### src/rtl/scz_pkg.sv
// ----------------------------------------------------------------------------
// scz_pkg: shared definitions for the centred zoom scaler
// Sizes, register map, reset values and the command and status bundles that
// join the controller and the datapath.
// ----------------------------------------------------------------------------
package scz_pkg;

  // Frame store and fixed-point sizes.
  localparam int FRAME_WORDS     = 32768;
  localparam int FRAME_AW        = $clog2(FRAME_WORDS);
  localparam int SCALE_FRAC_BITS = 16;
  localparam int INV_W           = 8 + SCALE_FRAC_BITS;
  // Divider: for the inverse scales the numerator holds source*100 shifted by the fraction bits.
  localparam int DIV_NW          = 16 + SCALE_FRAC_BITS;
  localparam int DIV_DW          = 19;
  localparam int DIV_CW          = $clog2(DIV_NW);

  // Zoom of one hundred percent.
  localparam logic [9:0] ZOOM_UNIT = 10'd100;

  // Register indexes.
  localparam logic [2:0] REG_FULL_SCREEN = 3'd0;
  localparam logic [2:0] REG_ZOOM        = 3'd1;
  localparam logic [2:0] REG_SRC_W       = 3'd2;
  localparam logic [2:0] REG_SRC_H       = 3'd3;
  localparam logic [2:0] REG_PITCH       = 3'd4;
  localparam logic [2:0] REG_SCR_W       = 3'd5;
  localparam logic [2:0] REG_SCR_H       = 3'd6;

  // Reset values of the registers.
  localparam logic       RST_FULL_SCREEN = 1'b1;
  localparam logic [9:0] RST_ZOOM        = 10'd100;
  localparam logic [8:0] RST_SRC_W       = 9'd160;
  localparam logic [8:0] RST_SRC_H       = 9'd144;
  localparam logic [8:0] RST_PITCH       = 9'd160;
  localparam logic [8:0] RST_SCR_W       = 9'd240;
  localparam logic [8:0] RST_SCR_H       = 9'd135;

  // Divider operand selection.
  localparam logic [1:0] DIV_DIM  = 2'd0;
  localparam logic [1:0] DIV_INVX = 2'd1;
  localparam logic [1:0] DIV_INVY = 2'd2;

  typedef struct packed {
    logic       full_screen;
    logic [9:0] zoom;
    logic [8:0] src_w;
    logic [8:0] src_h;
    logic [8:0] pitch;
    logic [8:0] scr_w;
    logic [8:0] scr_h;
  } cfg_t;

  typedef struct packed {
    logic       req_capture;
    logic       mem_write;
    logic       map_mul;
    logic       map_add;
    logic       addr_calc;
    logic       mem_read;
    logic       out_load;
    logic       geo_latch;
    logic       full_load;
    logic       div_start;
    logic [1:0] div_sel;
    logic       dim_load;
    logic       ofs_load;
    logic       invx_load;
    logic       invy_load;
  } ctl_cmd_t;

  typedef struct packed {
    logic geo_zero;
    logic full_screen;
    logic req_ok;
    logic div_done;
  } dp_stat_t;

endpackage

### src/rtl/scz_ctrl.sv
// ----------------------------------------------------------------------------
// scz_ctrl: scaler controller
// Sequences transform recomputation and pixel requests; owns the handshakes.
// ----------------------------------------------------------------------------
module scz_ctrl (
  input  logic                clk,
  input  logic                rst_n,
  input  logic                cfg_wr,
  input  logic                in_valid,
  input  logic                in_action,
  output logic                in_stall,
  output logic                out_valid,
  input  logic                out_stall,
  input  scz_pkg::dp_stat_t   stat,
  output scz_pkg::ctl_cmd_t   cmd
);

  localparam logic [3:0] S_IDLE      = 4'd0;
  localparam logic [3:0] S_GEO       = 4'd1;
  localparam logic [3:0] S_DIM       = 4'd2;
  localparam logic [3:0] S_DIM_WAIT  = 4'd3;
  localparam logic [3:0] S_OFS       = 4'd4;
  localparam logic [3:0] S_INVX      = 4'd5;
  localparam logic [3:0] S_INVX_WAIT = 4'd6;
  localparam logic [3:0] S_INVY      = 4'd7;
  localparam logic [3:0] S_INVY_WAIT = 4'd8;
  localparam logic [3:0] S_MAP_MUL   = 4'd9;
  localparam logic [3:0] S_MAP_ADD   = 4'd10;
  localparam logic [3:0] S_ADDR      = 4'd11;
  localparam logic [3:0] S_READ      = 4'd12;
  localparam logic [3:0] S_OUT       = 4'd13;

  localparam logic ACT_WRITE = 1'b0;

  logic [3:0] state_r, state_nxt;
  logic       pend_r, pend_nxt;
  logic       out_valid_r, out_valid_nxt;
  logic       accept, out_free;

  assign in_stall  = !((state_r == S_IDLE) && !pend_r);
  assign accept    = in_valid && !in_stall;
  assign out_free  = !out_valid_r || !out_stall;
  assign out_valid = out_valid_r;

  // Next state and commands.
  always_comb begin
    state_nxt = state_r;
    pend_nxt  = pend_r || cfg_wr;
    cmd       = '0;
    unique case (state_r)
      S_IDLE: begin
        if (pend_r) begin
          pend_nxt  = cfg_wr;
          state_nxt = S_GEO;
        end else if (accept) begin
          if (in_action == ACT_WRITE) begin
            cmd.mem_write = 1'b1;
          end else begin
            cmd.req_capture = 1'b1;
            state_nxt       = S_MAP_MUL;
          end
        end
      end
      S_GEO: begin
        if (stat.geo_zero) begin
          state_nxt = S_IDLE;
        end else if (stat.full_screen) begin
          cmd.full_load = 1'b1;
          state_nxt     = S_INVX;
        end else begin
          cmd.geo_latch = 1'b1;
          state_nxt     = S_DIM;
        end
      end
      S_DIM: begin
        cmd.div_start = 1'b1;
        cmd.div_sel   = scz_pkg::DIV_DIM;
        state_nxt     = S_DIM_WAIT;
      end
      S_DIM_WAIT: begin
        if (stat.div_done) begin
          cmd.dim_load = 1'b1;
          state_nxt    = S_OFS;
        end
      end
      S_OFS: begin
        cmd.ofs_load = 1'b1;
        state_nxt    = S_INVX;
      end
      S_INVX: begin
        cmd.div_start = 1'b1;
        cmd.div_sel   = scz_pkg::DIV_INVX;
        state_nxt     = S_INVX_WAIT;
      end
      S_INVX_WAIT: begin
        if (stat.div_done) begin
          cmd.invx_load = 1'b1;
          state_nxt     = S_INVY;
        end
      end
      S_INVY: begin
        cmd.div_start = 1'b1;
        cmd.div_sel   = scz_pkg::DIV_INVY;
        state_nxt     = S_INVY_WAIT;
      end
      S_INVY_WAIT: begin
        if (stat.div_done) begin
          cmd.invy_load = 1'b1;
          state_nxt     = S_IDLE;
        end
      end
      S_MAP_MUL: begin
        if (stat.req_ok) begin
          cmd.map_mul = 1'b1;
          state_nxt   = S_MAP_ADD;
        end else begin
          state_nxt = S_IDLE;
        end
      end
      S_MAP_ADD: begin
        cmd.map_add = 1'b1;
        state_nxt   = S_ADDR;
      end
      S_ADDR: begin
        cmd.addr_calc = 1'b1;
        state_nxt     = S_READ;
      end
      S_READ: begin
        cmd.mem_read = 1'b1;
        state_nxt    = S_OUT;
      end
      S_OUT: begin
        if (out_free) begin
          cmd.out_load = 1'b1;
          state_nxt    = S_IDLE;
        end
      end
      default: state_nxt = S_IDLE;
    endcase
  end

  // Output word valid flag.
  always_comb begin
    if (cmd.out_load) begin
      out_valid_nxt = 1'b1;
    end else if (!out_stall) begin
      out_valid_nxt = 1'b0;
    end else begin
      out_valid_nxt = out_valid_r;
    end
  end

  // Reset starts a transform computation from the reset registers.
  always_ff @(posedge clk) begin
    if (!rst_n) begin
      state_r     <= S_GEO;
      pend_r      <= 1'b0;
      out_valid_r <= 1'b0;
    end else begin
      state_r     <= state_nxt;
      pend_r      <= pend_nxt;
      out_valid_r <= out_valid_nxt;
    end
  end

endmodule
### config.mk
export PLATFORM = sky130hd
export DESIGN_NAME = scz_ctrl
export DESIGN_NICKNAME = d
export VERILOG_FILES = /design/src/rtl/scz_pkg.sv /design/src/rtl/scz_ctrl.sv
export SDC_FILE = /design/constraint.sdc
export NUM_CORES = 1
export LEC_CHECK = 0
export BUFFER_PORTS_ARGS = -buffer_cell sky130_fd_sc_hd__buf_4
export CAP_MARGIN = 15
export CORE_UTILIZATION = 49
export CTS_CLUSTER_SIZE = 16
export DETAILED_ROUTE_END_ITERATION = 16
export GPL_TIMING_DRIVEN = 0
export PLACE_DENSITY = 0.89
export SYNTH_ARGS = -nofsm -noshare
export SYNTH_HDL_FRONTEND = slang
export SYNTH_SLANG_ARGS = --single-unit
export TNS_END_PERCENT = 100
### constraint.sdc
create_clock -name clk -period 3 [get_ports clk]
set_input_delay 0.15 -clock clk [delete_from_list [all_inputs] [get_ports clk]]
set_output_delay 0.15 -clock clk [all_outputs]
set_load 0.05 [all_outputs]
==> results of run 1 <==
==> layer usage <==
metal | wire (µm) | vias up | GRT usage
met2 | 786 | 21 | 0.377
met5 | 0 | - | 0
met4 | 9 | 0 | 0.0268
met1 | 724 | 353 | 0.333
met3 | 88 | 2 | 0.0523
li1 | - | 369 | -
==> flip-flops by register name, summed over array words and instances, names as in the netlist <==
signal,count
pend_r,1
state_r,4
out_valid,1
==> Yosys cell counts (all sizes together) (2+ instances only) <==
cell type | number | area [µm²]
a21boi | 3 | 22.5
nand2b | 5 | 31.3
buf | 5 | 33.8
clkbuf | 3 | 11.3
o21a | 2 | 15.0
nor2b | 3 | 18.8
a21oi | 4 | 20.0
dfxtp | 6 | 120
nor2 | 17 | 71.3
or2 | 2 | 12.5
or4b | 2 | 23.8
nand3b | 3 | 22.5
mux2i | 3 | 30.0
nor3 | 2 | 10.0
inv | 3 | 11.3
nand2 | 11 | 41.3
==> layout make-up <==
| class | count | area, µm² | share of cell area |
|---|---|---|---|
| clock buffers | 3 | 22.5 | 0.0256 |
| well taps | 14 | 17.5 | 0.0199 |
| plain buffers | 8 | 45.0 | 0.0513 |
| multi-input cells | 72 | 467 | 0.531 |
| inverters | 3 | 11.3 | 0.0128 |
| flip-flops and latches | 6 | 120 | 0.137 |
| repair buffers | 26 | 195 | 0.222 |
==> worst register-to-register path, stage by stage, from the launching register on <==
cell and delay, ns:
dfxtp_1 0.48, or4b_4 0.53, a31oi_4 0.20, a211o_4 0.16
mux2i_1 0.19
==> kinds of logic after synthesis <==
family	count (synthesis)	synth area share
mux	4	0.0642
compound gates	15	0.196
buf+inv	11	0.0875
simple gates	53	0.465
flops	6	0.187
==> power breakdown <==
group | leakage [nW] | internal [mW] | switching [mW] | total (mW)
clock | 0.0138 | 0.0451 | 0.0266 | 0.0716
combinational | 0.321 | 0.229 | 0.372 | 0.601
sequential | 0.0495 | 0.106 | 0.0266 | 0.132
==> metrics by stage <==
| stage | hold WS, ns | instances | area [µm²] | setup slack [ns] | total power [mW] |
|---|---|---|---|---|---|
| floorplan | 0.289 | 89 | 643 | 0.502 | 0.593 |
| global placement | 0.382 | 129 | 856 | 1.37 | 0.715 |
| detailed placement | 0.411 | 129 | 856 | 1.36 | 0.731 |
| CTS | 0.175 | 132 | 878 | 1.10 | 0.803 |
| global route | 0.195 | 132 | 878 | 0.999 | 0.854 |
| finish | 0.166 | 132 | 878 | 1.10 | 0.804 |
==> how the worst max path moves through the flow <==
stage	from	end	slack [ns]	cells past startpoint
detailed placement	state_r[0]$_SDFFE_PN1P_	cmd[15]	1.36	5
finish	state_r[0]$_SDFFE_PN1P_	cmd[15]	1.10	5
CTS	state_r[0]$_SDFFE_PN1P_	cmd[15]	1.10	5
global route	state_r[0]$_SDFFE_PN1P_	cmd[8]	1.0	5
global placement	state_r[0]$_SDFFE_PN1P_	cmd[15]	1.37	5
floorplan	state_r[0]$_SDFFE_PN1P_	cmd[8]	0.50	4
==> flow_summary.json, run 1 <==
{
  "status": "completed",
  "finalSetupTns_ns": 0,
  "holdCritPathClass": "primary input to register",
  "worst_slew_pin_slew_ns": 0.399,
  "finalCritPeriodShare": 0.634,
  "cts_tree": "yes",
  "r2r_slack_ns": 1.37,
  "r2r-start": "state_r[3]$_SDFFE_PN0P_",
  "drv_cap": 0,
  "ys_seq_elements": 6,
  "cts_resized": 0,
  "critPathMaxFanout": 10,
  "synth_edf_count": 0,
  "syn-num-nets": 99,
  "clk_latency_ns": 0.24,
  "fill_cells": 91,
  "cp-end-kind": "primary output",
  "diodes": 0,
  "cts_max_level": 1,
  "drt_pre_antenna_iters": 4,
  "synth_flop_cell": "dfxtp_1",
  "irDropWorstVdd_uv": 545,
  "num_rows": 12,
  "clock-root-buffer": "clkbuf_4",
  "hold_buffers": 0,
  "gp_congestion": 0.849,
  "numCtsBuffers": 3,
  "grt_pass1_vias": 567,
  "hold_depth": 3,
  "clk_pin_slew_ns": 0.04,
  "core_area_um2": 1160,
  "ys_seq_area_frac": 0.187,
  "max_freq_mhz": 526,
  "grt_pass1_wl_mm": 2.44,
  "layout_commonest_cell": "buf_4",
  "syn_to_final_growth_pct": 36.6,
  "power_density_nw_per_um2": 916,
  "synth.avg_cell_area_um2": 7.23,
  "synthArstFlopShare": 0,
  "num_vias": 745,
  "fin_crit_ns": 1.90,
  "die_h_um": 38.2,
  "worst_path_max_delay_cell": "or4_4",
  "rsz0062_at_grt": "no",
  "reg2reg_depth": 4,
  "overflow": 0,
  "utilization": 0.760,
  "critPathTopFamily": "simple AND/OR/NAND/NOR gates",
  "drcViolationCount": 0,
  "finalWirelength_mm": 1.61,
  "worstSetupStartpointType": "register",
  "setup_viol": 0,
  "vias_per_cell": 5.64,
  "path_class": "register to primary output",
  "grt_usage": 0.237,
  "ant_nets": 0,
  "r2r_end": "state_r[2]$_SDFFE_PN0P_",
  "p_leak_nw": 0.384,
  "antenna_found_initial": 0,
  "final_cell_mix": "27 x buf_4, 16 x nor2_1, 11 x nand2_1, 6 x dfxtp_1, 5 x nand2b_1",
  "grt_max_degree": 11,
  "post_cts_buffers": 0,
  "critPathArrivalTime_ns": 1.75,
  "hp-start": "cfg_wr",
  "die_x_um": 38.2,
  "cts_buffer_depth": 2,
  "netlist_instances": 89,
  "io_buffers": 26,
  "ys_warn_count": 0,
  "dpl.hpwl_mm": 1.25,
  "initial_utilization": 0.556,
  "cpPeakStageDelay_ns": 0.55,
  "fin_nets": 130,
  "drt_iter0_drc": 19,
  "drv_slew": 0,
  "path_cells": "buf_6 > or4_4 > nor2_4 > and3_1 > buf_4",
  "slew_headroom": 0.734,
  "required_ns": 2.85,
  "cts_sinks": 6,
  "finalHoldViolCount": 0,
  "netlist_area_um2": 643,
  "critical_path_buf_inv_count": 2,
  "drive_gt1_frac": 0.356,
  "dieArea_um2": 1460,
  "boundaryPins": 28,
  "ys_types": 35,
  "clock_skew_ns": 0.00344,
  "wl_per_cell_um": 12.2,
  "min_to": "pend_r$_SDFF_PN0_"
}
Note: power is estimated with default switching activity, not from simulation.
==> run 2: changes to the inputs <==
Settings changed: CORE_UTILIZATION 49 to 45, PLACE_DENSITY 0.89 to 0.83.
Clock period 3 ns to 1.85 ns, I/O delays scaled along.
==> run 2 against run 1 <==
  * Non-clock buffer count rose by 3
  * Clock power increased by 73%
  * Register-to-register slack worse by 1.2 ns
  * Highest routed layer is now met3
==> flow_summary.json, run 2 (same netlist as run 1, synthesis figures left out) <==
{
  "status": "completed",
  "drt_iter0_drc": 16,
  "worst_slew_pin_slew_ns": 0.375,
  "finalCritPeriodShare": 0.984,
  "io_buffers": 26,
  "postLayoutCellArea_um2": 927,
  "cts_sinks": 6,
  "worst_path_max_delay_cell": "or4_4",
  "die_x_um": 39.8,
  "p_switching_mw": 0.714,
  "path_cells": "buf_6 > or4_4 > nor2_4 > and3_1 > buf_6",
  "grt_pass1_wl_mm": 2.26,
  "slew_headroom": 0.750,
  "finalWirelength_mm": 1.55,
  "num_vias": 731,
  "finalSetupTns_ns": 0,
  "grt_usage": 0.208,
  "worstSetupStartpointType": "register",
  "clk_pin_slew_ns": 0.04,
  "use_met2": 0.316,
  "placedCellCount": 130,
  "vias_per_cell": 5.38,
  "dieArea_um2": 1580,
  "wl_per_cell_um": 11.4,
  "cpPeakStageDelay_ns": 0.55,
  "fin_crit_ns": 1.82,
  "power_density_nw_per_um2": 1480,
  "antenna_found_initial": 0,
  "top_usage_layer": "met2",
  "initial_utilization": 0.488,
  "p_int_mw": 0.655,
  "clock_skew_ns": 0.00726,
  "pwr-share-seq": 0.157,
  "gp_congestion": 0.798,
  "cp-end-kind": "primary output",
  "cts_buffer_depth": 2,
  "cts_tree": "yes",
  "holdCritPathClass": "primary input to register",
  "drv_cap": 0,
  "grt_pass1_vias": 528,
  "largest_reg_flops": 4,
  "finalHoldViolCount": 0,
  "cts_max_level": 1,
  "grt.met1_usage": 0.298,
  "total_power_mw": 1.37,
  "met3_usage": 0.0511,
  "numCtsBuffers": 3,
  "p_leak_nw": 0.405,
  "boundaryPins": 28,
  "drt_pre_antenna_iters": 4,
  "clk_latency_ns": 0.25,
  "layout_commonest_cell": "buf_4",
  "path_class": "register to primary output",
  "max_freq_mhz": 549,
  "drv_slew": 0,
  "diodes": 0,
  "grt_max_degree": 11,
  "dpl.hpwl_mm": 1.18,
  "drcViolationCount": 0,
  "irDropWorstVdd_uv": 969,
  "num_rows": 13,
  "final_cell_mix": "28 x buf_4, 14 x nor2_1, 11 x nand2_1, 6 x dfxtp_1, 5 x nand2b_1",
  "top_register": "state_r",
  "overflow": 0,
  "clock-root-buffer": "clkbuf_4",
  "fin_nets": 133,
  "setup_viol": 0,
  "drive_gt1_frac": 0.413,
  "pwr-share-clk": 0.090,
  "core_area_um2": 1320,
  "critPathArrivalTime_ns": 1.73,
  "critPathMaxFanout": 10,
  "required_ns": 1.76,
  "layout.cells.non_filler": 136,
  "die_h_um": 39.8,
  "rsz0062_at_grt": "yes",
  "syn_to_final_growth_pct": 44.2,
  "dpl_cell_area_um2": 873,
  "crit_top_cell": "buf_6",
  "combPwrFrac": 0.753,
  "swShare": 0.521,
  "ant_nets": 0
}
-- run 2: layout make-up --
type | count | area [µm²]
multi-input cells | 72 | 483
fillers | 116 | 390
repair buffers | 29 | 225
flip-flops and latches | 6 | 120
plain buffers | 8 | 46.3
clock buffers | 3 | 22.5
well taps | 15 | 18.8
inverters | 3 | 11.3
-- run 2: what timing repair did --
action	in CTS	in global routing
hold buffers	0	0
resized for setup	0	4
hold endpoints to repair	0	0
setup endpoints to repair	0	4
buffers inserted	0	3
-- run 2: power groups by stage --
stage | clock, mW | sequential [mW] | combinational, mW
after CTS | 0.125 | 0.213 | 0.989
final | 0.124 | 0.215 | 1.03
after detailed placement | 0 | 0.216 | 0.986
after global placement | 0 | 0.212 | 0.970
after floorplan | 0 | 0.205 | 0.774
after global routing | 0.132 | 0.221 | 1.11
-- run 2: through the flow --
step	worst slack [ns]	hold slack, ns	util
after floorplan	-0.0373	0.231	-
after global placement	0.256	0.325	0.663
final	0.0297	0.0861	0.704
after global routing	-0.0273	0.132	0.704
after detailed placement	0.249	0.333	0.663
after CTS	0.00940	0.0898	0.680
-- run 2: worst paths after layout --
| path | from | endpoint | slack, ns | depth (start not counted) |
|---|---|---|---|---|
| setup / recovery | state_r[0]$_SDFFE_PN1P_ | cmd[15] | 0.03 | 5 |
| setup reg to reg | state_r[0]$_SDFFE_PN1P_ | state_r[0]$_SDFFE_PN1P_ | 0.19 | 6 |
| hold / removal | cfg_wr | pend_r$_SDFF_PN0_ | 0.09 | 3 |
| hold reg to reg | out_valid$_SDFFE_PN0P_ | out_valid$_SDFFE_PN0P_ | 0.51 | 2 |
-- run 2: layer usage --
metal / wire length, µm / share of wire
met1: 720 / 0.46
met2: 752 / 0.49
met3: 77 / 0.050
met4: 0 / 0
met5: 0 / 0
-- run 2: critical path: cells and delay by family, from the launching register on --
family,cells,cell delay [ns]
AND/OR/NAND/NOR,3,0.90
buffers and inverters,2,0.28
flip-flops,1,0.30
